--- src/sv/bpl_pkg.sv ---
// shared types, constants and arithmetic helpers of the block peak limiter
package bpl_pkg;

   localparam logic [16:0] GAIN_ONE     = 17'd65536;
   localparam logic [14:0] CEIL_LOW     = 15'd30000;
   localparam logic [14:0] CEIL_HIGH    = 15'd32700;
   localparam logic [4:0]  DIV_STEPS    = 5'd16;
   // floor(x / 10) = (x * RECIP_TEN) >> RECIP_SHIFT for x below 2^22
   localparam logic [19:0] RECIP_TEN    = 20'd838861;
   localparam int          RECIP_SHIFT  = 23;

   typedef enum logic [0:0] {
      CSR_LIMIT_ENABLE = 1'b0,
      CSR_CEILING      = 1'b1
   } csr_index_type;

   typedef struct packed {
      logic signed [24:0] sample_in;
      logic               block_end;
   } req_type;

   typedef struct packed {
      logic signed [15:0] sample_out;
      logic               run_last;
   } rsp_type;

   // tag that follows one store read down the scaling pipe
   typedef struct packed {
      logic valid;
      logic last;
   } tag_type;

   typedef struct packed {
      logic        done;
      logic [15:0] quot;
   } div_res_type;

   function automatic logic [14:0] clamp_ceiling(input logic [14:0] c);
      logic [14:0] r;
      r = c;
      if (c < CEIL_LOW) r = CEIL_LOW;
      if (c > CEIL_HIGH) r = CEIL_HIGH;
      return r;
   endfunction

   // per-sample clamp to +-32767 and round half up from q.8
   function automatic logic signed [15:0] clamp_round(input logic signed [24:0] v);
      logic signed [25:0] t;
      logic signed [25:0] s;
      logic signed [15:0] r;
      t = $signed({v[24], v}) + 26'sd128;
      s = t >>> 8;
      if (v > 25'sd8388352) r = 16'sd32767;
      else if (v < -25'sd8388352) r = -16'sd32767;
      else r = s[15:0];
      return r;
   endfunction

   // round half up from q.24 and saturate to 16 bits
   function automatic logic signed [15:0] round_sat(input logic signed [42:0] p);
      logic signed [42:0] t;
      logic signed [42:0] s;
      logic signed [15:0] r;
      t = p + 43'sd8388608;
      s = t >>> 24;
      if (s > 43'sd32767) r = 16'sd32767;
      else if (s < -43'sd32768) r = -16'sd32768;
      else r = s[15:0];
      return r;
   endfunction

endpackage

--- src/sv/block_peak_limiter_core.sv ---
// block peak limiter: limiting off registers its result, valid in the cycle after the input transfer.
// limiting on: a sample that does not close a block is stored and gives nothing;
// a closing sample over the ceiling goes through the bit-serial divider, then the store
// is read back through a 3-stage read/multiply/round pipe at one result per cycle unless the
// output stalls, then ST_DRAIN updates the hold and ST_GROW_MUL and ST_GROW_DIV raise the gain.
// reset (synchronous) clears control state, sets unity gain and ceiling 32700; store data is kept.
module block_peak_limiter_core #(
   parameter int BLOCK_DEPTH = 64,
   parameter int HOLD_BLOCKS = 5
) (
   input  logic                   clock,
   input  logic                   reset,
   input  logic                   req_valid,
   output logic                   req_ready,
   input  bpl_pkg::req_type       req_data,
   output logic                   rsp_valid,
   input  logic                   rsp_ready,
   output bpl_pkg::rsp_type       rsp_data,
   input  logic                   csr_write,
   input  bpl_pkg::csr_index_type csr_index,
   input  logic [14:0]            csr_data
);

   localparam int AW = (BLOCK_DEPTH > 1) ? $clog2(BLOCK_DEPTH) : 1;
   localparam int FW = $clog2(BLOCK_DEPTH + 1);

   typedef enum logic [2:0] {
      ST_IDLE,
      ST_DIV,
      ST_EMIT,
      ST_DRAIN,
      ST_GROW_MUL,
      ST_GROW_DIV
   } state_type;

   state_type            state_ff, state_in;
   logic                 limit_ff, limit_in;
   logic [14:0]          ceiling_ff, ceiling_in;
   logic [FW-1:0]        fill_ff, fill_in;
   logic [FW-1:0]        blk_len_ff, blk_len_in;
   logic [AW-1:0]        rd_idx_ff, rd_idx_in;
   logic [24:0]          peak_ff, peak_in;
   logic [16:0]          gain_ff, gain_in;
   logic [2:0]           hold_ff, hold_in;
   logic [19:0]          g11_ff, g11_in;
   logic                 rsp_valid_ff, rsp_valid_in;
   bpl_pkg::rsp_type     rsp_data_ff, rsp_data_in;

   logic                 advance;
   logic                 req_fire;
   logic [24:0]          mag;
   logic [24:0]          peak_new;
   logic [FW-1:0]        fill_new;
   logic [2:0]           hold_dec;
   logic [39:0]          grow_prod;
   logic [16:0]          grow_q;
   logic                 emit_last;

   logic                 st_wr_en;
   logic                 st_rd_en;
   logic signed [24:0]   st_rd_data;
   logic                 div_start;
   bpl_pkg::div_res_type div_res;
   bpl_pkg::tag_type     issue;
   bpl_pkg::tag_type     res_tag;
   logic signed [15:0]   res_sample;
   logic                 scale_busy;

   assign advance   = !rsp_valid_ff || rsp_ready;
   assign req_ready = (state_ff == ST_IDLE) && advance;
   assign req_fire  = req_valid && req_ready;

   always_comb begin
      mag       = req_data.sample_in[24] ? 25'(~req_data.sample_in + 25'd1)
                                         : req_data.sample_in;
      peak_new  = (mag > peak_ff) ? mag : peak_ff;
      fill_new  = fill_ff + FW'(1);
      emit_last = (FW'(rd_idx_ff) == blk_len_ff - FW'(1));
      hold_dec  = (hold_ff == 3'd0) ? 3'd0 : hold_ff - 3'd1;
      grow_prod = g11_ff * bpl_pkg::RECIP_TEN;
      grow_q    = grow_prod[bpl_pkg::RECIP_SHIFT +: 17];

      state_in     = state_ff;
      limit_in     = limit_ff;
      ceiling_in   = ceiling_ff;
      fill_in      = fill_ff;
      blk_len_in   = blk_len_ff;
      rd_idx_in    = rd_idx_ff;
      peak_in      = peak_ff;
      gain_in      = gain_ff;
      hold_in      = hold_ff;
      g11_in       = g11_ff;
      rsp_valid_in = rsp_valid_ff;
      rsp_data_in  = rsp_data_ff;
      st_wr_en     = 1'b0;
      st_rd_en     = 1'b0;
      div_start    = 1'b0;
      issue        = '0;

      if (csr_write) begin
         case (csr_index)
            bpl_pkg::CSR_LIMIT_ENABLE: limit_in = csr_data[0];
            bpl_pkg::CSR_CEILING:      ceiling_in = bpl_pkg::clamp_ceiling(csr_data);
            default: ;
         endcase
      end

      // output register: freed by a transfer, refilled from the pipe or the bypass
      if (advance) begin
         rsp_valid_in = 1'b0;
         if (res_tag.valid) begin
            rsp_valid_in           = 1'b1;
            rsp_data_in.sample_out = res_sample;
            rsp_data_in.run_last   = res_tag.last;
         end
      end

      case (state_ff)
         ST_IDLE: begin
            if (req_fire) begin
               if (!limit_ff) begin
                  rsp_valid_in           = 1'b1;
                  rsp_data_in.sample_out = bpl_pkg::clamp_round(req_data.sample_in);
                  rsp_data_in.run_last   = 1'b1;
               end else begin
                  st_wr_en = 1'b1;
                  fill_in  = fill_new;
                  peak_in  = peak_new;
                  if (req_data.block_end || fill_new == FW'(BLOCK_DEPTH)) begin
                     blk_len_in = fill_new;
                     rd_idx_in  = '0;
                     if (peak_new > {2'b00, ceiling_ff, 8'h00}) begin
                        div_start = 1'b1;
                        state_in  = ST_DIV;
                     end else begin
                        state_in = ST_EMIT;
                     end
                  end
               end
            end
         end
         ST_DIV: begin
            if (div_res.done) begin
               if ({1'b0, div_res.quot} < gain_ff) gain_in = {1'b0, div_res.quot};
               hold_in  = 3'(HOLD_BLOCKS);
               state_in = ST_EMIT;
            end
         end
         ST_EMIT: begin
            if (advance) begin
               st_rd_en    = 1'b1;
               issue.valid = 1'b1;
               issue.last  = emit_last;
               rd_idx_in   = rd_idx_ff + AW'(1);
               if (emit_last) state_in = ST_DRAIN;
            end
         end
         ST_DRAIN: begin
            // gain feeds the multiply stage, so it changes only once the pipe is empty
            if (!scale_busy) begin
               hold_in = hold_dec;
               fill_in = '0;
               peak_in = '0;
               if (hold_dec == 3'd0 && gain_ff < bpl_pkg::GAIN_ONE) state_in = ST_GROW_MUL;
               else state_in = ST_IDLE;
            end
         end
         ST_GROW_MUL: begin
            g11_in   = {gain_ff, 3'b000} + {2'b00, gain_ff, 1'b0} + {3'b000, gain_ff};
            state_in = ST_GROW_DIV;
         end
         ST_GROW_DIV: begin
            gain_in  = (grow_q > bpl_pkg::GAIN_ONE) ? bpl_pkg::GAIN_ONE : grow_q;
            state_in = ST_IDLE;
         end
         default: state_in = ST_IDLE;
      endcase
   end

   always_ff @(posedge clock) begin
      if (reset) begin
         state_ff     <= ST_IDLE;
         limit_ff     <= 1'b0;
         ceiling_ff   <= bpl_pkg::CEIL_HIGH;
         fill_ff      <= '0;
         blk_len_ff   <= '0;
         rd_idx_ff    <= '0;
         peak_ff      <= '0;
         gain_ff      <= bpl_pkg::GAIN_ONE;
         hold_ff      <= '0;
         rsp_valid_ff <= 1'b0;
      end else begin
         state_ff     <= state_in;
         limit_ff     <= limit_in;
         ceiling_ff   <= ceiling_in;
         fill_ff      <= fill_in;
         blk_len_ff   <= blk_len_in;
         rd_idx_ff    <= rd_idx_in;
         peak_ff      <= peak_in;
         gain_ff      <= gain_in;
         hold_ff      <= hold_in;
         rsp_valid_ff <= rsp_valid_in;
      end
      g11_ff      <= g11_in;
      rsp_data_ff <= rsp_data_in;
   end

   bpl_store #(
      .DEPTH (BLOCK_DEPTH),
      .AW    (AW)
   ) u_store (
      .clock   (clock),
      .wr_en   (st_wr_en),
      .wr_addr (fill_ff[AW-1:0]),
      .wr_data (req_data.sample_in),
      .rd_en   (st_rd_en),
      .rd_addr (rd_idx_ff),
      .rd_data (st_rd_data)
   );

   bpl_div u_div (
      .clock   (clock),
      .reset   (reset),
      .start   (div_start),
      .ceiling (ceiling_ff),
      .divisor (peak_new),
      .res     (div_res)
   );

   bpl_scale u_scale (
      .clock      (clock),
      .reset      (reset),
      .advance    (advance),
      .issue      (issue),
      .rd_data    (st_rd_data),
      .gain       (gain_ff),
      .res_tag    (res_tag),
      .res_sample (res_sample),
      .busy       (scale_busy)
   );

   assign rsp_valid = rsp_valid_ff;
   assign rsp_data  = rsp_data_ff;

endmodule

--- src/sv/bpl_store.sv ---
// sample store: one write port, one registered read port
module bpl_store #(
   parameter int DEPTH = 64,
   parameter int AW    = 6
) (
   input  logic                 clock,
   input  logic                 wr_en,
   input  logic [AW-1:0]        wr_addr,
   input  logic signed [24:0]   wr_data,
   input  logic                 rd_en,
   input  logic [AW-1:0]        rd_addr,
   output logic signed [24:0]   rd_data
);

   logic signed [24:0] mem [DEPTH];
   logic signed [24:0] rd_data_ff;

   always_ff @(posedge clock) begin
      if (wr_en) begin
         mem[wr_addr] <= wr_data;
      end
      if (rd_en) begin
         rd_data_ff <= mem[rd_addr];
      end
   end

   assign rd_data = rd_data_ff;

endmodule

--- src/sv/bpl_div.sv ---
// restoring divider: floor(ceiling * 2^24 / peak), one quotient bit per cycle
module bpl_div (
   input  logic                  clock,
   input  logic                  reset,
   input  logic                  start,
   input  logic [14:0]           ceiling,
   input  logic [24:0]           divisor,
   output bpl_pkg::div_res_type  res
);

   logic [24:0] rem_ff, rem_in;
   logic [24:0] dvs_ff, dvs_in;
   logic [15:0] quot_ff, quot_in;
   logic [4:0]  cnt_ff, cnt_in;
   logic        busy_ff, busy_in;
   logic        done_ff, done_in;
   logic [25:0] shifted;
   logic        fits;

   always_comb begin
      // quotient stays below 2^16, so the upper dividend bits start as remainder
      shifted = {rem_ff, 1'b0};
      fits    = shifted >= {1'b0, dvs_ff};
      rem_in  = rem_ff;
      dvs_in  = dvs_ff;
      quot_in = quot_ff;
      cnt_in  = cnt_ff;
      busy_in = busy_ff;
      done_in = 1'b0;
      if (start) begin
         rem_in  = {2'b00, ceiling, 8'h00};
         dvs_in  = divisor;
         quot_in = '0;
         cnt_in  = bpl_pkg::DIV_STEPS;
         busy_in = 1'b1;
      end else if (busy_ff) begin
         if (fits) begin
            rem_in  = 25'(shifted - {1'b0, dvs_ff});
            quot_in = {quot_ff[14:0], 1'b1};
         end else begin
            rem_in  = shifted[24:0];
            quot_in = {quot_ff[14:0], 1'b0};
         end
         cnt_in = cnt_ff - 5'd1;
         if (cnt_ff == 5'd1) begin
            busy_in = 1'b0;
            done_in = 1'b1;
         end
      end
   end

   always_ff @(posedge clock) begin
      if (reset) begin
         busy_ff <= 1'b0;
         done_ff <= 1'b0;
         cnt_ff  <= '0;
      end else begin
         busy_ff <= busy_in;
         done_ff <= done_in;
         cnt_ff  <= cnt_in;
      end
      rem_ff  <= rem_in;
      dvs_ff  <= dvs_in;
      quot_ff <= quot_in;
   end

   assign res.done = done_ff;
   assign res.quot = quot_ff;

endmodule

--- src/sv/bpl_scale.sv ---
// scaling pipe: store read stage, gain multiply stage, round and saturate
module bpl_scale (
   input  logic                    clock,
   input  logic                    reset,
   input  logic                    advance,
   input  bpl_pkg::tag_type        issue,
   input  logic signed [24:0]      rd_data,
   input  logic [16:0]             gain,
   output bpl_pkg::tag_type        res_tag,
   output logic signed [15:0]      res_sample,
   output logic                    busy
);

   bpl_pkg::tag_type   tag1_ff, tag2_ff;
   logic signed [42:0] prod_ff, prod_in;

   always_comb begin
      prod_in = rd_data * $signed({1'b0, gain});
   end

   always_ff @(posedge clock) begin
      if (reset) begin
         tag1_ff <= '0;
         tag2_ff <= '0;
      end else if (advance) begin
         tag1_ff <= issue;
         tag2_ff <= tag1_ff;
      end
      if (advance) begin
         prod_ff <= prod_in;
      end
   end

   assign res_tag    = tag2_ff;
   assign res_sample = bpl_pkg::round_sat(prod_ff);
   assign busy       = tag1_ff.valid | tag2_ff.valid;

endmodule

--- config.mk ---
export PLATFORM = sky130hd
export DESIGN_NAME = block_peak_limiter_core
export DESIGN_NICKNAME = d
export VERILOG_FILES = /design/src/sv/bpl_pkg.sv /design/src/sv/block_peak_limiter_core.sv /design/src/sv/bpl_store.sv /design/src/sv/bpl_div.sv /design/src/sv/bpl_scale.sv
export SDC_FILE = /design/constraint.sdc
export NUM_CORES = 2
export LEC_CHECK = 0
export ABC_AREA = 1
export BUFFER_PORTS_ARGS = -buffer_cell sky130_fd_sc_hd__buf_4
export CAP_MARGIN = 5
export CORE_ASPECT_RATIO = 0.9
export CORE_UTILIZATION = 69
export DETAILED_ROUTE_END_ITERATION = 7
export PLACE_DENSITY = 0.86
export SLEW_MARGIN = 10
export SYNTH_ARGS = -nofsm -noshare
export SYNTH_HDL_FRONTEND = slang
export SYNTH_SLANG_ARGS = --single-unit
--- constraint.sdc ---
create_clock -name clock -period 16.3 [get_ports clock]
set_clock_uncertainty 0.1 [all_clocks]
set_input_delay 1.63 -clock clock [delete_from_list [all_inputs] [get_ports clock]]
set_output_delay 1.63 -clock clock [all_outputs]
set_load 0.005 [all_outputs]
==> impl_metrics.csv <==
group,metric,value,unit
outcome,run_status,"complete, but fails checks",
outcome,failed_checks,"DRC",
sta,max_slew_margin,16.0,%
pwr,int_pwr,8050,uW
clock_network,cts_setup_buffers,0,
sta,final-max-slew-violation-count,0,
route,post_drt_via_cell_ratio,6.64,
sta,final.setup.tns,0,ps
sta,worst_pin_slew,1260,ps
route,wirelength,295000,um
clock_network,clk_pin_slew_worst_paths,60,ps
clock_network,tritoncts.num_buffers,173,
sta,timing.final.hold_violations,0,
worst_setup_path,critPathSlowestCell,"sky130_fd_sc_hd__o41ai_1",
worst_setup_path,worst-setup-path-type,"input pin to flip-flop",
sta,final_cycle_utilization_of_the_critical_path,47.5,%
worst_setup_path,path_buf_inv,7,
pwr,leakage,0.0423,uW
worst_setup_path,critPathArrivalTime,8110,ps
synthesis,synth.distinct_cells,65,
clock_network,clock_tree_from_tritoncts,"yes",
final_layout,layout-area-overhead-vs-synth,8.00,%
sta,fmaxAchievable,129,MHz
floorplanning,initial_utilization,69.6,%
clock_network,clkSinkCount,1844,
worst_setup_path,cp_max_fo,66,
floorplanning,placeableCoreArea,144000,um^2
floorplanning,fp.dieArea,147000,um^2
clock_network,cts_hold_buf,0,
clock_network,h-tree-depth,4,
final_layout,final_cell_count_no_fill,11300,
worst_setup_path,crit_family,"compound AO/OA/AOI/OAI gates",
floorplanning,die_x,404,um
pwr,ir_drop,0.000125,V
global_routing,grt_overflow_total,0,
pwr,power_density,102,nW/um^2
synthesis,synth_area,100000,um^2
worst_setup_path,critPathMostFrequentCell,"sky130_fd_sc_hd__nand2_1",
route,routedWlPerCell,26.1,um
clock_network,cts_root_buf,"sky130_fd_sc_hd__clkbuf_16",
worst_setup_path,worstSetupEndpointType,"flip-flop",
synthesis,syn_inst,9328,
floorplanning,site_rows,132,
worst_hold_path,worst_hold_path_type,"flip-flop to flip-flop",
worst_setup_path,slowest_delay,580,ps
final_layout,multi_input_area,40200,um^2
synthesis,yosysWarnings,0,
synthesis,synth_edf_count,1705,
pwr,swShare,27.1,%
global_routing,grt_start_max_net_pins,170,
global_routing,grt_antenna_before_repair,9,
global_routing,grtUsageTotal,39.9,%
final_layout,nNetsFinal,10200,
route,vias,75100,
pwr,power_frac_seq,48.5,%
synthesis,synthArstFlopShare,0,%
final_layout,final_util,75.2,%
sta,grt_setup_unrepaired,"false",
synthesis,synthesis.area_per_instance,10.8,um^2
sta,min_period,7730,ps
global_routing,number_of_global_route_vias_before_repair,74700,
placed_design,io_buffer_count,65,
synthesis,yosys_register_bits,1844,
route,detailedRoute.firstIterationViolations,11900,
pwr,power.combinational.fraction,14.4,%
final_layout,layout-drive-gt1-share,6.64,%
synthesis,postSynth.topFlopCell,"sky130_fd_sc_hd__edfxtp_1",
worst_setup_path,critical_path_required,16680,ps
global_routing,grt_first_pass_wirelength,436000,um
clock_network,cts.repair.resized,0,
placed_design,post-dp-hpwl,179000,um
sta,finalSetupViolations,0,
final_layout,sequential_cell_area,54000,um^2
final_layout,fill_cells,8811,
pwr,pwr-share-clk,37.1,%
synthesis,yosysSeqAreaShare,53.8,%
worst_setup_path,crit_path_start_kind,"input pin",
synthesis,net_count_of_the_mapped_netlist,10300,
placed_design,dp_cells,11000,
clock_network,clkLatencyLatePin,860,ps
clock_network,cts_buffer_depth,3,
route,drtAntennaViolNets,0,
floorplanning,die_height,364,um
run,timing.max_cap.violations,0,
route,detailedRoute.firstPassIterationCount,8,
floorplanning,top_level_ports,66,
pwr,netSwitchingPower,3000,uW
placed_design,gp_congestion,0.962,
route,post_route_drc,2,
sta,finalHoldWorstSlack,366,ps
## cells in the final DEF, fill, tap and decap left out, types with 12 or more instances in the layout
| cell type | instances |
|---|---|
| sky130_fd_sc_hd__o221ai_1 | 160 |
| sky130_fd_sc_hd__xnor2_1 | 38 |
| sky130_fd_sc_hd__buf_4 | 204 |
| sky130_fd_sc_hd__clkbuf_16 | 174 |
| sky130_fd_sc_hd__nor2_1 | 1055 |
| sky130_fd_sc_hd__nand2_1 | 1290 |
| sky130_fd_sc_hd__nand3_1 | 180 |
| sky130_fd_sc_hd__clkinv_2 | 29 |
| sky130_fd_sc_hd__nor4_1 | 12 |
| sky130_fd_sc_hd__edfxtp_1 | 1705 |
| sky130_fd_sc_hd__o21bai_1 | 14 |
| sky130_fd_sc_hd__a21oi_1 | 303 |
| sky130_fd_sc_hd__nand4_1 | 110 |
| sky130_fd_sc_hd__inv_1 | 1148 |
| sky130_fd_sc_hd__o21ai_2 | 13 |
| sky130_fd_sc_hd__clkinv_1 | 34 |
| sky130_fd_sc_hd__bufinv_16 | 16 |
| sky130_fd_sc_hd__ha_1 | 415 |
| sky130_fd_sc_hd__o22ai_1 | 250 |
| sky130_fd_sc_hd__a31oi_1 | 36 |
| sky130_fd_sc_hd__dfxtp_1 | 135 |
| sky130_fd_sc_hd__a32o_1 | 15 |
| sky130_fd_sc_hd__nor3_1 | 55 |
| sky130_fd_sc_hd__or2_2 | 23 |
| sky130_fd_sc_hd__nor2_2 | 63 |
| sky130_fd_sc_hd__xor2_1 | 101 |
| sky130_fd_sc_hd__clkbuf_1 | 33 |
| sky130_fd_sc_hd__nand3b_1 | 15 |
| sky130_fd_sc_hd__nand2_2 | 18 |
| sky130_fd_sc_hd__fa_1 | 559 |
| sky130_fd_sc_hd__a21o_1 | 21 |
| sky130_fd_sc_hd__o21ai_0 | 947 |
| sky130_fd_sc_hd__o211ai_1 | 60 |
## power groups by stage
stage                     Combinational, uW  Clock (uW)  Sequential (uW)
after floorplan                        1090           0             5420
after global placement                 1480           0             5450
after detailed placement               1550           0             5460
after CTS                              1560        4080             5360
after global routing                   1760        4260             5370
final                                  1590        4100             5360
## flip-flops by register name, indices dropped and copies added (netlist names), 15 cells and up
signal and cells:
u_div.dvs_ff 25, gain_ff 17, rsp_data 17, u_scale.prod_ff 20, peak_ff 25, u_store.mem 1600
u_div.rem_ff 25, ceiling_ff 15, u_store.rd_data 25, u_div.quot_ff 16, g11_ff 20
## synth_stat cells (160+ instances only)
library cell	n	area (um^2)
sky130_fd_sc_hd__o22ai_1	250	1560
sky130_fd_sc_hd__nand3_1	180	901
sky130_fd_sc_hd__edfxtp_1	1705	51200
sky130_fd_sc_hd__o221ai_1	160	1400
sky130_fd_sc_hd__clkbuf_1	440	1650
sky130_fd_sc_hd__nor2_1	1116	4190
sky130_fd_sc_hd__inv_1	1153	4330
sky130_fd_sc_hd__o21ai_0	947	4740
sky130_fd_sc_hd__nand2_1	1290	4840
sky130_fd_sc_hd__a21oi_1	303	1520
sky130_fd_sc_hd__ha_1	415	5190
sky130_fd_sc_hd__fa_1	559	11200
## cell type report
type                       count  area share [%]
sequential                  1844            49.9
multi-input combinational   5828            37.1
clock buffer                 208            4.14
inverter                    1164            4.06
tap                         1943            2.24
timing repair buffer         206            1.45
clock inverter               111            1.13
antenna                        4         0.00924
## logic make-up after synthesis
group | count (synthesis) | synth area share, %
AO/OA/AOI/OAI | 1861 | 10.7
AND/OR/NAND/NOR | 2854 | 11.6
flip-flops | 1844 | 53.8
adder cells (fa/ha/maj) | 974 | 16.3
buffers and inverters | 1656 | 6.28
XOR/XNOR | 139 | 1.21
## routing by layer
layer  vias up  wire, um  global-route usage, %
li1      31600         -                      -
met2      6313    134000                   62.2
met4        10     20900                   24.7
met3      1415     43100                   11.5
met1     35700     97200                   49.5
met5         -        76                      0
## worst min-delay path, cell delays in order, from the launching register on
cell and delay (ps):
sky130_fd_sc_hd__dfxtp_1 310, sky130_fd_sc_hd__nand2_1 60, sky130_fd_sc_hd__a21oi_1 50
## metrics by stage
| stage | area [um^2] | worst slack [ps] | total power (uW) |
|---|---|---|---|
| 6_report | 108000 | 8570 | 11100 |
| 5_1_grt | 108000 | 7920 | 11400 |
| 4_1_cts | 108000 | 8700 | 11000 |
| 3_5_place_dp | 103000 | 7840 | 7000 |
| 3_3_place_gp | 103000 | 7880 | 6930 |
| 2_1_floorplan | 100000 | 9830 | 6510 |
## path summary, 6_finish.rpt
path,from,endpoint,slack (ps),cells after the start
max,req_data[3],u_div.dvs_ff[21],8570,35
max reg2reg,g11_ff[0],gain_ff[2],9320,29
min reg2reg,u_scale.tag1_ff[0],u_scale.tag1_ff[0],370,2
min,u_scale.tag1_ff[0],u_scale.tag1_ff[0],370,2
No activity file was read; power rests on OpenSTA's default activity.
